## config.mk

```make
export PLATFORM = sky130hd
export DESIGN_NAME = sensor_frame_crc_decode_top_flat
export DESIGN_NICKNAME = d
export VERILOG_FILES = /design/src/hw/rtl/sfcd_pkg.sv /design/src/hw/rtl/sfcd_if.sv /design/src/hw/rtl/sfcd_assembler.sv /design/src/hw/rtl/sfcd_decoder.sv /design/src/hw/rtl/sensor_frame_crc_decode_top.sv /design/src/flat_wrapper.sv
export SDC_FILE = /design/constraint.sdc
export NUM_CORES = 1
export LEC_CHECK = 0
export ABC_AREA = 1
export BUFFER_PORTS_ARGS = -buffer_cell sky130_fd_sc_hd__buf_4
export CORE_ASPECT_RATIO = 0.9
export CORE_UTILIZATION = 25
export CTS_BUF_LIST = sky130_fd_sc_hd__clkbuf_4 sky130_fd_sc_hd__clkbuf_8
export DETAILED_ROUTE_END_ITERATION = 12
export PLACE_DENSITY_LB_ADDON = 0.08
export RECOVER_POWER = 50
export SETUP_SLACK_MARGIN = 0.4
export SYNTH_ARGS = -nofsm -noshare
export SYNTH_HDL_FRONTEND = slang
export SYNTH_SLANG_ARGS = --single-unit
```

## constraint.sdc

```tcl
create_clock -name clk -period 3 [get_ports clk]
set_input_delay 0.15 -clock clk [delete_from_list [all_inputs] [get_ports clk]]
set_output_delay 0.15 -clock clk [all_outputs]
set_load 0.02 [all_outputs]
```

## src/hw/rtl/sfcd_pkg.sv

```systemverilog
// ----------------------------------------------------------------------------
// Sensor frame decode package
// Shared constants, types and the CRC-8 byte update for the frame decoder.
// ----------------------------------------------------------------------------
package sfcd_pkg;

  localparam int unsigned FrameBytes  = 5;
  localparam int unsigned HeldBytes   = 4;
  localparam logic [7:0]  CrcPoly     = 8'h31;
  localparam logic [3:0]  HeaderMark  = 4'd9;
  localparam logic [11:0] TempOffset  = 12'd400;

  typedef logic [2:0] pos_t;

  localparam pos_t PosCrcByte = 3'(HeldBytes);

  // Bytes of one complete frame together with the computed CRC.
  typedef struct packed {
    logic [7:0] byte0;
    logic [7:0] byte1;
    logic [7:0] byte2;
    logic [7:0] byte3;
    logic [7:0] rx_crc;
    logic [7:0] calc_crc;
  } frame_t;

  // One decoded result.
  typedef struct packed {
    logic               frame_valid;
    logic               crc_ok;
    logic               header_ok;
    logic [5:0]         sensor_id;
    logic               new_battery;
    logic               spare_bit;
    logic signed [11:0] temperature_tenths;
    logic               weak_battery;
    logic [6:0]         humidity;
    logic [7:0]         received_crc;
  } result_t;

  // MSB-first CRC-8 update over one byte; eight short dependent steps.
  function automatic logic [7:0] crc8_byte(input logic [7:0] crc_in,
                                           input logic [7:0] val_in);
    logic [7:0] crc;
    logic [7:0] val;
    logic       top;
    crc = crc_in;
    val = val_in;
    for (int i = 0; i < 8; i++) begin
      top = crc[7] ^ val[7];
      crc = {crc[6:0], 1'b0};
      if (top) begin
        crc = crc ^ CrcPoly;
      end
      val = {val[6:0], 1'b0};
    end
    return crc;
  endfunction

endpackage

```

## src/hw/rtl/sfcd_if.sv

```systemverilog
// ----------------------------------------------------------------------------
// Sensor frame decode channel interfaces
// Valid/ready channels for incoming frame bytes and decoded results.
// ----------------------------------------------------------------------------
interface sfcd_in_if;
  logic       valid;
  logic       ready;
  logic [7:0] data_byte;
  logic       frame_start;

  modport source (output valid, output data_byte, output frame_start, input ready);
  modport sink   (input valid, input data_byte, input frame_start, output ready);
endinterface

interface sfcd_out_if;
  logic               valid;
  logic               ready;
  logic               frame_valid;
  logic               crc_ok;
  logic               header_ok;
  logic [5:0]         sensor_id;
  logic               new_battery;
  logic               spare_bit;
  logic signed [11:0] temperature_tenths;
  logic               weak_battery;
  logic [6:0]         humidity;
  logic [7:0]         received_crc;

  modport source (output valid, output frame_valid, output crc_ok, output header_ok,
                  output sensor_id, output new_battery, output spare_bit,
                  output temperature_tenths, output weak_battery, output humidity,
                  output received_crc, input ready);
  modport sink   (input valid, input frame_valid, input crc_ok, input header_ok,
                  input sensor_id, input new_battery, input spare_bit,
                  input temperature_tenths, input weak_battery, input humidity,
                  input received_crc, output ready);
endinterface

```

## src/hw/rtl/sfcd_assembler.sv

```systemverilog
// ----------------------------------------------------------------------------
// Sensor frame assembler
// Tracks the byte position, holds bytes 0 to 3 and runs the CRC over them.
// ----------------------------------------------------------------------------
module sfcd_assembler (
  input  logic                clk,
  input  logic                rst_n,
  input  logic                byte_accept,
  input  logic [7:0]          data_byte,
  input  logic                frame_start,
  output logic                frame_done,
  output sfcd_pkg::frame_t    frame
);

  sfcd_pkg::pos_t pos_r;
  sfcd_pkg::pos_t pos_nxt;
  sfcd_pkg::pos_t pos_eff;
  logic [7:0]     crc_r;
  logic [7:0]     crc_nxt;
  logic [7:0]     crc_eff;
  logic [7:0]     held_r [sfcd_pkg::HeldBytes];

  // A start flag makes the current byte the first one of a new frame.
  assign pos_eff    = frame_start ? '0 : pos_r;
  assign crc_eff    = frame_start ? '0 : crc_r;
  assign frame_done = (pos_eff == sfcd_pkg::PosCrcByte);

  always_comb begin
    pos_nxt = pos_r;
    crc_nxt = crc_r;
    if (byte_accept) begin
      if (frame_done) begin
        pos_nxt = '0;
        crc_nxt = '0;
      end else begin
        pos_nxt = pos_eff + 3'd1;
        crc_nxt = sfcd_pkg::crc8_byte(crc_eff, data_byte);
      end
    end
  end

  always_ff @(posedge clk) begin
    if (!rst_n) begin
      pos_r <= '0;
      crc_r <= '0;
    end else begin
      pos_r <= pos_nxt;
      crc_r <= crc_nxt;
    end
  end

  always_ff @(posedge clk) begin
    if (byte_accept && !frame_done) begin
      held_r[pos_eff[1:0]] <= data_byte;
    end
  end

  assign frame.byte0    = held_r[0];
  assign frame.byte1    = held_r[1];
  assign frame.byte2    = held_r[2];
  assign frame.byte3    = held_r[3];
  assign frame.rx_crc   = data_byte;
  assign frame.calc_crc = crc_r;

endmodule

```

## src/hw/rtl/sfcd_decoder.sv

```systemverilog
// ----------------------------------------------------------------------------
// Sensor frame field decoder
// Checks CRC and header and unpacks the fields, including the BCD temperature.
// ----------------------------------------------------------------------------
module sfcd_decoder (
  input  sfcd_pkg::frame_t  frame,
  output sfcd_pkg::result_t result
);

  logic [10:0] bcd_sum;
  logic        crc_ok;
  logic        header_ok;

  // Digits above nine are not rejected; the weighted sum stays below 2048.
  assign bcd_sum = 11'(frame.byte1[3:0]) * 11'd100
                 + 11'(frame.byte2[7:4]) * 11'd10
                 + 11'(frame.byte2[3:0]);

  assign crc_ok    = (frame.rx_crc == frame.calc_crc);
  assign header_ok = (frame.byte0[7:4] == sfcd_pkg::HeaderMark);

  assign result.frame_valid        = crc_ok && header_ok;
  assign result.crc_ok             = crc_ok;
  assign result.header_ok          = header_ok;
  assign result.sensor_id          = {frame.byte0[3:0], frame.byte1[7:6]};
  assign result.new_battery        = frame.byte1[5];
  assign result.spare_bit          = frame.byte1[4];
  assign result.temperature_tenths = $signed({1'b0, bcd_sum} - sfcd_pkg::TempOffset);
  assign result.weak_battery       = frame.byte3[7];
  assign result.humidity           = frame.byte3[6:0];
  assign result.received_crc       = frame.rx_crc;

endmodule

```

## src/hw/rtl/sensor_frame_crc_decode_top.sv

```systemverilog
// ----------------------------------------------------------------------------
// Sensor frame CRC decode, top level
// Assembles five-byte sensor frames, checks CRC-8 and header, emits fields.
// ----------------------------------------------------------------------------
// Usage:
//   Bytes arrive on in_if, one per transfer, with frame_start set on the
//   first byte of a frame. A start flag in mid-frame drops the partial frame
//   and restarts assembly; without it, byte counting simply wraps after five.
//   Bytes 0 to 3 are held and folded into the CRC-8 (polynomial 0x31, initial
//   zero, MSB first) as they arrive. The fifth byte is the received CRC.
//   On the fifth byte one result transfer is produced on out_if, whether the
//   frame checks out or not; frame_valid tells the two apart.
//   Latency: the result is shown in the cycle after the fifth byte transfer.
//   Throughput: one byte per cycle unless a waiting result stalls the input.
//   The CRC byte update is eight unrolled steps into the CRC register, and the
//   field decode is a short adder chain from the held bytes to the result register.
//   Stalls: the result register frees as it is taken, so a byte is accepted
//   whenever the result register is empty or being read in the same cycle.
//   While a stalled receiver leaves a result waiting, every byte is held off,
//   whether it ends a frame or not, until the result is taken.
//   Reset: synchronous, active low; clears byte position, CRC and result
//   valid. Held bytes are not cleared, since each frame writes them first.
// ----------------------------------------------------------------------------
module sensor_frame_crc_decode_top (
  input  logic              clk,
  input  logic              rst_n,
  sfcd_in_if.sink           in_if,
  sfcd_out_if.source        out_if
);

  logic              byte_accept;
  logic              frame_done;
  sfcd_pkg::frame_t  frame;
  sfcd_pkg::result_t result;
  sfcd_pkg::result_t out_data_r;
  logic              out_valid_r;
  logic              out_valid_nxt;

  // The result register can take a new result when empty or being drained.
  assign in_if.ready = !out_valid_r || out_if.ready;
  assign byte_accept = in_if.valid && in_if.ready;

  sfcd_assembler u_assembler (
    .clk         (clk),
    .rst_n       (rst_n),
    .byte_accept (byte_accept),
    .data_byte   (in_if.data_byte),
    .frame_start (in_if.frame_start),
    .frame_done  (frame_done),
    .frame       (frame)
  );

  sfcd_decoder u_decoder (
    .frame  (frame),
    .result (result)
  );

  always_comb begin
    out_valid_nxt = out_valid_r;
    if (out_if.ready) begin
      out_valid_nxt = 1'b0;
    end
    if (byte_accept && frame_done) begin
      out_valid_nxt = 1'b1;
    end
  end

  always_ff @(posedge clk) begin
    if (!rst_n) begin
      out_valid_r <= 1'b0;
    end else begin
      out_valid_r <= out_valid_nxt;
    end
  end

  // Payload is loaded only when a frame completes.
  always_ff @(posedge clk) begin
    if (byte_accept && frame_done) begin
      out_data_r <= result;
    end
  end

  assign out_if.valid              = out_valid_r;
  assign out_if.frame_valid        = out_data_r.frame_valid;
  assign out_if.crc_ok             = out_data_r.crc_ok;
  assign out_if.header_ok          = out_data_r.header_ok;
  assign out_if.sensor_id          = out_data_r.sensor_id;
  assign out_if.new_battery        = out_data_r.new_battery;
  assign out_if.spare_bit          = out_data_r.spare_bit;
  assign out_if.temperature_tenths = out_data_r.temperature_tenths;
  assign out_if.weak_battery       = out_data_r.weak_battery;
  assign out_if.humidity           = out_data_r.humidity;
  assign out_if.received_crc       = out_data_r.received_crc;

`ifndef NO_ASSERTIONS
  // A frame-ending transfer always shows a result in the next cycle.
  a_done_gives_result: assert property (@(posedge clk) disable iff (!rst_n)
    byte_accept && frame_done |=> out_valid_r)
    else $error("frame end did not produce a result");

  // A taken result is not shown again unless a new frame ended.
  a_no_repeat: assert property (@(posedge clk) disable iff (!rst_n)
    out_valid_r && out_if.ready && !(byte_accept && frame_done) |=> !out_valid_r)
    else $error("result repeated after transfer");

  // The overall verdict agrees with its two checks.
  a_verdict: assert property (@(posedge clk) disable iff (!rst_n)
    out_valid_r |-> (out_data_r.frame_valid == (out_data_r.crc_ok && out_data_r.header_ok)))
    else $error("frame_valid disagrees with crc_ok and header_ok");
`endif

endmodule

```

## src/flat_wrapper.sv

```systemverilog
// flat-port wrapper written by rule: the top's interface ports become plain ports
module sensor_frame_crc_decode_top_flat 
  (clk, rst_n, in_if_valid, in_if_data_byte, in_if_frame_start, in_if_ready, out_if_valid, out_if_frame_valid, out_if_crc_ok, out_if_header_ok, out_if_sensor_id, out_if_new_battery, out_if_spare_bit, out_if_temperature_tenths, out_if_weak_battery, out_if_humidity, out_if_received_crc, out_if_ready);
  sfcd_in_if in_if_i ();
  sfcd_out_if out_if_i ();
  input  logic clk;
  input  logic rst_n;
  input wire logic [$bits(in_if_i.valid)-1:0] in_if_valid;
  input wire logic [$bits(in_if_i.data_byte)-1:0] in_if_data_byte;
  input wire logic [$bits(in_if_i.frame_start)-1:0] in_if_frame_start;
  output wire logic [$bits(in_if_i.ready)-1:0] in_if_ready;
  output wire logic [$bits(out_if_i.valid)-1:0] out_if_valid;
  output wire logic [$bits(out_if_i.frame_valid)-1:0] out_if_frame_valid;
  output wire logic [$bits(out_if_i.crc_ok)-1:0] out_if_crc_ok;
  output wire logic [$bits(out_if_i.header_ok)-1:0] out_if_header_ok;
  output wire logic [$bits(out_if_i.sensor_id)-1:0] out_if_sensor_id;
  output wire logic [$bits(out_if_i.new_battery)-1:0] out_if_new_battery;
  output wire logic [$bits(out_if_i.spare_bit)-1:0] out_if_spare_bit;
  output wire logic [$bits(out_if_i.temperature_tenths)-1:0] out_if_temperature_tenths;
  output wire logic [$bits(out_if_i.weak_battery)-1:0] out_if_weak_battery;
  output wire logic [$bits(out_if_i.humidity)-1:0] out_if_humidity;
  output wire logic [$bits(out_if_i.received_crc)-1:0] out_if_received_crc;
  input wire logic [$bits(out_if_i.ready)-1:0] out_if_ready;
  assign in_if_i.valid = in_if_valid;
  assign in_if_i.data_byte = in_if_data_byte;
  assign in_if_i.frame_start = in_if_frame_start;
  assign in_if_ready = in_if_i.ready;
  assign out_if_valid = out_if_i.valid;
  assign out_if_frame_valid = out_if_i.frame_valid;
  assign out_if_crc_ok = out_if_i.crc_ok;
  assign out_if_header_ok = out_if_i.header_ok;
  assign out_if_sensor_id = out_if_i.sensor_id;
  assign out_if_new_battery = out_if_i.new_battery;
  assign out_if_spare_bit = out_if_i.spare_bit;
  assign out_if_temperature_tenths = out_if_i.temperature_tenths;
  assign out_if_weak_battery = out_if_i.weak_battery;
  assign out_if_humidity = out_if_i.humidity;
  assign out_if_received_crc = out_if_i.received_crc;
  assign out_if_i.ready = out_if_ready;
  sensor_frame_crc_decode_top u_core (.clk(clk), .rst_n(rst_n), .in_if(in_if_i), .out_if(out_if_i));
endmodule
```

* Word level (Yosys, flattened, before mapping)
Memory sizes are Yosys's and may differ from the RTL's. A register that Yosys moved wholly into a read port is not among the register bits. Index checks and enable logic that the tools add are counted.
Word-level totals: register bits after elaboration 43, bits in writable memories 32, bits of input ports 13, output and inout bits 41, logic and storage cells 75, memories 1
Cells by class: $add $sub $neg 4, $mul 2, equal/unequal tests 3, muxes and demuxes 30, bitwise operators 16, reduce and logical (&&, ||, !) cells 8
Memory list:
- u_core.u_assembler.held_r | depth 4, bits a word 8, read ports 4, clocked after memory_dff 1, wr ports 1, RTL line sfcd_assembler.sv:21 | logic [7:0] held_r [sfcd_pkg::HeldBytes];
Operators with widths (count):
- 8-bit two-way mux | 16
- 6-bit two-way mux | 8
- 3-bit NOT | 8
- 11-bit by 9-bit subtractor with 12-bit output, second input constant | 1
- 11-bit by 4-bit adder with 11-bit output | 1
- 11-bit by 8-bit adder with 11-bit output | 1
- 4-bit by 5-bit multiplier with 9-bit output, second input constant | 1
- 8-bit equality test | 1
- 1-bit XOR | 8
- 4-bit by 3-bit multiplier with 7-bit output, second input constant | 1
- 3-bit two-way mux | 2
- 4-bit equality test, second input constant | 1
- 1-bit logical AND | 4
- 1-bit two-way mux | 4
- 3-bit by 1-bit adder with 3-bit output, second input constant | 1
- 3-bit equality test, second input constant | 1
- 1-bit logical NOT | 2
- 2-bit nonzero test | 1
- 1-bit logical OR | 1

* Longest topological paths before layout
Gate-level depths: netlist of the first run.
depth after elaboration 32, depth in mapped cells 16, depth with buffers taken out 16

* Cells and area by module
From an unflattened synthesis of the first run, not the netlist that was laid out.
Second synthesis, totals: cell total of the unflattened synthesis 439, area, all modules 4489.3 µm²
Modules (own cells, without submodules):
- sfcd_assembler | times used 1, cells an instance 199, area an instance 1955.6 µm², seq. area each 1181.1 µm²
- sfcd_decoder | times used 1, cells an instance 190, area an instance 1291.2 µm², seq. area each 0.0 µm²
- sensor_frame_crc_decode_top | times used 1, cells an instance 50, area an instance 1242.4 µm², seq. area each 1191.1 µm²

* Worst setup path before layout of the first run
No wires, ideal clock.
kind flip-flop to flip-flop, start point memory u_core.u_assembler.held_r[2][7], end point register u_core.out_data_r, in the netlist u_core.out_if.temperature_tenths[10] (data pin), setup time 0.256 ns, data arrival time 2.988 ns, required time 2.744 ns, path slack -0.244 ns, stages on the path, launching flop included 17, buffers on the path 0, period minus slack after synthesis 3.244 ns, path through edfxtp_1 > ha_1 > ha_1 > fa_1 > ha_1 > ha_1 > a21oi_1 > nand2_1 > nand2_1 > nand2_1 > a21oi_2 > nor2_1 > o21ai_1 > xor2_1 > inv_1 > nand2_1 > nand2_1
RTL lines:
- from (decl) | RTL line sfcd_assembler.sv:21
- to (signal assigned) | RTL line sensor_frame_crc_decode_top.sv:79 | out_data_r <= result;
- to (decl) | RTL line sensor_frame_crc_decode_top.sv:35 | sfcd_pkg::result_t out_data_r;

==> impl_metrics.py, run 1 <==
metrics = {
    "placement": {
        "place.gp.congestion": 0.761,
        "dp.cells": 621,
        "port_buffers": 53,
        "placed_cell_area_sq_mm": 0.00498,
        "dp_hpwl_mm": 6.05,
    },
    "power_and_ir_drop": {
        "ir_drop_mv": 0.198,
        "p_leak_uw": 0.00203,
        "p_per_area_mw_per_mm2": 484,
    },
    "final_layout": {
        "drive_above_1_share_pct": 22.2,
        "layout_commonest_cell": "edfxtp_1",
        "syn_to_final_growth_pct": 25.3,
        "instances_no_fill": 643,
        "fin_area_sq_mm": 0.00513,
        "antenna_cells": 0,
        "seq_area_sq_mm": 0.00237,
        "fin_nets": 484,
        "num-fill-cells": 1614,
        "mostFrequentLayoutCells": "edfxtp_1 (71), nand2_1 (61), clkbuf_1 (44)",
        "multi_input_area_sq_mm": 0.00169,
    },
    "route": {
        "routed_wl_mm": 8.55,
        "vias_per_cell": 4.00,
        "drcViolationCount": 0,
        "dr.pass1.iters": 6,
        "drtIter0Drc": 112,
        "wl_per_cell_um": 13.3,
        "vias": 2571,
        "final_antenna_net_count": 0,
    },
    "cts": {
        "cts_root_buf": "clkbuf_8",
        "cts_buffers": 9,
        "worstSkewPairLatency_ns": 0.37,
        "clock-sinks": 83,
        "cts_tree": "built",
        "clkTransAtPathRegs_ns": 0.09,
        "cts_max_path_buffers": 2,
        "htree_levels": 3,
    },
    "timing": {
        "slew_headroom_pct": 60.1,
        "worstMarginPinSlew_ns": 0.599,
        "rsz0062_at_grt": "yes",
        "period_share_pct": 108,
        "setup_viol": 5,
        "tns_ns": -0.857,
        "layout_min_cycle_time_ns": 3.24,
        "hold_ws_ns": 0.0581,
        "drv_slew": 0,
        "fmax_ghz": 0.309,
        "skew_ns": 0.0106,
        "hold_violations": 0,
        "fin_ws_ns": -0.239,
    },
    "synth": {
        "netlist_area_sq_mm": 0.00409,
        "synthArstFlopShare_pct": 0,
        "synth_top_area_share_pct": 52.1,
        "seq_area_frac_synth_pct": 58.0,
        "synth-edff-count": 71,
        "yosys_warnings": 0,
        "synth-main-ff-cell": "edfxtp_1",
        "yosysTopAreaCell": "edfxtp_1",
        "synth.distinct_cells": 35,
        "synth_nets": 389,
        "ys_ff_latch": 83,
        "syn_inst": 341,
        "yosys-top-cells-area": "edfxtp_1 (52%), ha_1 (9.2%), dfxtp_1 (5.9%)",
        "avgSynthCellArea_sq_um": 12.0,
    },
    "global_route": {
        "grt_max_degree": 40,
        "grt_pass1_wl_mm": 13.4,
        "first_global_vias": 2512,
        "antenna_found_initial": 0,
        "overflow": 0,
        "grt_usage_pct": 11.1,
    },
    "critical_path": {
        "worst-setup-path-type": "reg -> reg",
        "path_max_fanout": 3,
        "cp-start-kind": "flop",
        "crit_required_ns": 3.13,
        "cp-end-kind": "flop",
        "arrival_ns": 3.37,
    },
    "floorplanning": {
        "start_util_pct": 26.1,
        "rows": 43,
        "die_h_um": 123,
        "coreArea_sq_mm": 0.0157,
        "die-area_sq_mm": 0.0169,
        "fp.dieW_um": 137,
        "pin_count": 54,
    },
    "outcome": {
        "violations": "setup timing",
        "status": "complete, but fails checks",
    },
    "hold_path": {
        "hp-class": "in -> reg",
    },
    "flow_run": {
        "maxCapViolations": 0,
    },
}
-- layer usage --
metal / part of all wire, % / GRT usage, % / vias up
li1: - / - / 1345
met4: 1.3 / 3.50 / 0
met1: 51 / 15.2 / 1168
met5: 0 / 0 / -
met2: 42 / 16.5 / 51
met3: 5.6 / 3.69 / 7
-- critical path, cell delays in order, from the launching register on --
cell and delay (ns):
edfxtp_1 0.44, ha_4 0.27, ha_4 0.16, fa_1 0.57, ha_4 0.21, ha_4 0.23, a21oi_4 0.16, nand2_1 0.08
nand2_2 0.08, nand2_2 0.05, a21oi_2 0.15, nor2_1 0.05, o21ai_1 0.14, xor2_1 0.25, inv_1 0.06, nand2_1 0.06
nand2_1 0.04
-- per-stage QoR --
stage | worst slack (ns) | util, % | total power, uW
after floorplan | -0.0881 | - | 1630
after global placement | -0.151 | 31.7 | 1760
after detailed placement | -0.206 | 31.7 | 1760
after CTS | -0.201 | 33.2 | 2530
after global routing | -0.420 | 32.7 | 2640
final | -0.239 | 32.7 | 2480
-- where the power goes --
part           leakage [uW]  switching, uW  internal (uW)
logic               0.00121            242            193
registers          0.000738           27.3           1280
clock network     0.0000836            429            306
total               0.00203            698           1780
-- synthesized netlist by cell type, drive strengths merged, types with 2 or more instances --
cell type  number
o211ai          2
nand2          75
edfxtp         71
nor3            3
buf             2
nand3b          3
xnor2          14
nand3          23
xnor3           2
dfxtp          12
fa              5
ha             30
inv            39
nor2           16
a21oi          15
o21ai           6
xor2           15
-- final timing paths --
check	cells after the start	end	from	slack, ns
min	3	u_core.u_assembler.pos_r[1]	in_if_valid	0.06
max reg2reg	16	u_core.out_if.temperature_tenths[10]	u_core.u_assembler.held_r[2][7]	-0.24
max	16	u_core.out_if.temperature_tenths[10]	u_core.u_assembler.held_r[2][7]	-0.24
min reg2reg	0	u_core.out_if.sensor_id[2]	u_core.u_assembler.held_r[0][0]	0.42
-- repair_timing --
| action | 4_1_cts | 5_1_grt |
|---|---|---|
| setup buffers | 3 | 2 |
| hold buffers | 1 | 0 |
| setup endpoints to repair | 7 | 7 |
| resized for setup | 7 | 9 |
| pin swaps | 5 | 11 |
| hold endpoints to repair | 2 | 0 |
-- logic make-up after synthesis --
family / after synthesis / share of synthesized area (%)
DFF: 83 / 58.0
AOI/OAI and AO/OA: 25 / 3.61
and+or+nand+nor: 123 / 14.2
xor gates and xnor gates: 32 / 8.25
adders and majority gates: 35 / 11.6
buffers and inverters: 43 / 4.31
-- registers in the layout, indices dropped and copies added, names as in the netlist --
register,flops
u_core.out_if.temperature_tenths,12
u_core.out_if.received_crc,8
u_core.out_if.valid,1
u_core.u_assembler.held_r,32
u_core.out_if.spare_bit,1
u_core.out_if.weak_battery,1
u_core.out_if.new_battery,1
u_core.out_if.crc_ok,1
u_core.out_if.frame_valid,1
u_core.u_assembler.crc_r,8
u_core.out_if.humidity,7
u_core.out_if.header_ok,1
u_core.out_if.sensor_id,6
u_core.u_assembler.pos_r,3
-- area by class of cell --
| cell class | count | area share (%) |
|---|---|---|
| inverter | 40 | 2.93 |
| tap | 202 | 4.93 |
| sequential | 83 | 46.2 |
| clock buffer | 9 | 2.41 |
| timing repair buffer | 87 | 9.56 |
| clock inverter | 7 | 1.02 |
| multi-input combinational | 215 | 32.9 |
(Power assumes the default switching activity.)
==> run 2, diff against run 1 <==
--- a/config.mk
+++ b/config.mk
@@ -13,7 +13,9 @@
 export DETAILED_ROUTE_END_ITERATION = 12
 export PLACE_DENSITY_LB_ADDON = 0.08
 export RECOVER_POWER = 50
+export REMOVE_ABC_BUFFERS = 1
 export SETUP_SLACK_MARGIN = 0.4
+export SLEW_MARGIN = 10
 export SYNTH_ARGS = -nofsm -noshare
 export SYNTH_HDL_FRONTEND = slang
 export SYNTH_SLANG_ARGS = --single-unit
==> constraint.sdc (replaced) <==
create_clock -name clk -period 3 [get_ports clk]
set_input_delay 0.15 -clock clk [delete_from_list [all_inputs] [get_ports clk]]
set_output_delay 0.15 -clock clk [all_outputs]
set_load 0.01 [all_outputs]
==> impl_metrics.py, run 2 (synthesis gave the netlist of run 1 again) <==
metrics = {
    "placement": {
        "place.gp.congestion": 0.765,
        "dp_hpwl_mm": 6.28,
        "pre_cts_ws_ns": -0.374,
        "port_buffers": 53,
    },
    "cts": {
        "htree_levels": 3,
        "cts_buffers": 9,
        "cts_root_buf": "clkbuf_8",
        "worstSkewPairLatency_ns": 0.36,
        "clkTransAtPathRegs_ns": 0.08,
        "cts_tree": "built",
        "clock-sinks": 83,
        "cts_max_path_buffers": 2,
    },
    "timing": {
        "period_share_pct": 109,
        "rsz0062_at_grt": "yes",
        "slew_headroom_pct": 56.2,
        "drv_slew": 0,
        "fmax_ghz": 0.306,
        "fin_ws_ns": -0.271,
        "setup_viol": 6,
        "hold_violations": 0,
        "skew_ns": 0.00436,
        "worstMarginPinSlew_ns": 0.658,
        "hold_ws_ns": 0.0672,
        "layout_min_cycle_time_ns": 3.27,
    },
    "route": {
        "routed_wl_mm": 9.01,
        "vias": 2670,
        "vias_per_cell": 4.07,
        "final_antenna_net_count": 0,
        "drtIter0Drc": 121,
        "drcViolationCount": 0,
        "wl_per_cell_um": 13.7,
        "dr.pass1.iters": 4,
    },
    "hold_path": {
        "hp-class": "in -> reg",
    },
    "critical_path": {
        "crit_required_ns": 3.12,
        "cp-start-kind": "flop",
        "timing.critical_path.buf_inv": 1,
        "path_common_cell": "ha_4",
        "slowest_delay_ns": 0.58,
        "worst-setup-path-type": "reg -> reg",
        "path_max_fanout": 3,
        "cp-end-kind": "flop",
        "cp_slowest_cell": "fa_1",
        "crit_family": "adder cells",
        "arrival_ns": 3.39,
        "path_cells": "ha_4 > ha_4 > fa_1 > ha_4 > ha_4 > a21oi_4 > nand2_1 > nand2_1 > nand2_1 > a21oi_2 > nor2_1 > o21ai_1 > xor2_1 > buf_4 > nor3_1",
    },
    "global_route": {
        "first_global_vias": 2644,
        "grt_usage_pct": 11.6,
        "antenna_found_initial": 0,
        "grt_max_degree": 17,
        "grt_util_met3_pct": 3.94,
        "grt_use_met2_pct": 18.3,
        "grtUsageMet1_pct": 15.2,
        "overflow": 0,
        "busiest_layer": "met2",
        "grt_pass1_wl_mm": 14.1,
    },
    "final_layout": {
        "fin_nets": 498,
        "seq_area_sq_mm": 0.00237,
        "antenna_cells": 0,
        "drive_above_1_share_pct": 26.2,
        "multi_input_area_sq_mm": 0.00176,
        "mostFrequentLayoutCells": "edfxtp_1 (71), nand2_1 (59), buf_4 (49)",
        "layout_commonest_cell": "edfxtp_1",
        "syn_to_final_growth_pct": 30.2,
        "num-fill-cells": 1579,
        "largest_reg_flops": 32,
    },
    "floorplanning": {
        "fp.dieW_um": 137,
        "start_util_pct": 26.1,
        "rows": 43,
        "die_h_um": 123,
        "coreArea_sq_mm": 0.0157,
        "pin_count": 54,
        "die-area_sq_mm": 0.0169,
    },
    "power_and_ir_drop": {
        "p_per_area_mw_per_mm2": 470,
        "p_leak_uw": 0.00212,
        "ir_drop_mv": 0.190,
    },
    "outcome": {
        "status": "complete, but fails checks",
        "violations": "setup timing",
    },
    "flow_run": {
        "maxCapViolations": 0,
    },
}
run 2: worst register-to-register path: stages (launching register included):
cell and delay [ns]:
edfxtp_1 0.44, ha_4 0.27, ha_4 0.16, fa_1 0.58, ha_4 0.22, ha_4 0.26, a21oi_4 0.12, nand2_1 0.07
nand2_1 0.08, nand2_1 0.07, a21oi_2 0.15, nor2_1 0.05, o21ai_1 0.15, xor2_1 0.23, buf_4 0.14, nor3_1 0.03
run 2: per-stage QoR:
step / utilization [%] / cells / total power (uW) / setup TNS [ns] / cell area (sq um)
2_1_floorplan: - / 338 / 1620 / -0.671 / 4070
3_3_place_gp: 31.6 / 625 / 1750 / -1.03 / 4960
3_5_place_dp: 31.6 / 625 / 1750 / -1.28 / 4960
4_1_cts: 34.3 / 652 / 2550 / -0.746 / 5390
5_1_grt: 33.9 / 656 / 2660 / -1.96 / 5330
6_report: 33.9 / 656 / 2510 / -1.32 / 5330
run 2: worst paths after layout:
| path | startpoint | endpoint | slack, ns | cells past startpoint |
|---|---|---|---|---|
| worst max-delay path | u_core.u_assembler.held_r[2][7] | u_core.out_if.temperature_tenths[11] | -0.27 | 15 |
| worst min-delay path | in_if_valid | u_core.u_assembler.pos_r[1] | 0.07 | 3 |
| worst max register to register | u_core.u_assembler.held_r[2][7] | u_core.out_if.temperature_tenths[11] | -0.27 | 15 |
| worst min register to register | u_core.u_assembler.held_r[0][0] | u_core.out_if.sensor_id[2] | 0.42 | 0 |
run 2: layout make-up:
type | count | area share, %
well taps | 202 | 4.74
multi-input cells | 215 | 33.1
inverters | 40 | 2.82
repair buffers | 101 | 11.7
clock buffers | 9 | 2.33
flip-flops and latches | 83 | 44.5
clock inverters | 6 | 0.775
run 2: metal layers:
metal	up-vias	wire, um
met5	-	0
met4	0	89
met3	6	402
met2	54	4040
met1	1237	4480
li1	1373	-
run 2: power by group:
| part | internal, uW | switching, uW | total [uW] |
|---|---|---|---|
| Sequential | 1280 | 27.0 | 1310 |
| Combinational | 223 | 253 | 476 |
| Clock | 296 | 423 | 719 |
| Total | 1800 | 704 | 2510 |
run 2: what timing repair did:
action | in CTS | in global routing
hold endpoints to repair | 2 | 0
endpoints found under the setup margin | 7 | 7
pin swaps | 14 | 9
setup buffers | 11 | 4
resized for setup | 28 | 9
hold buffers | 1 | 0
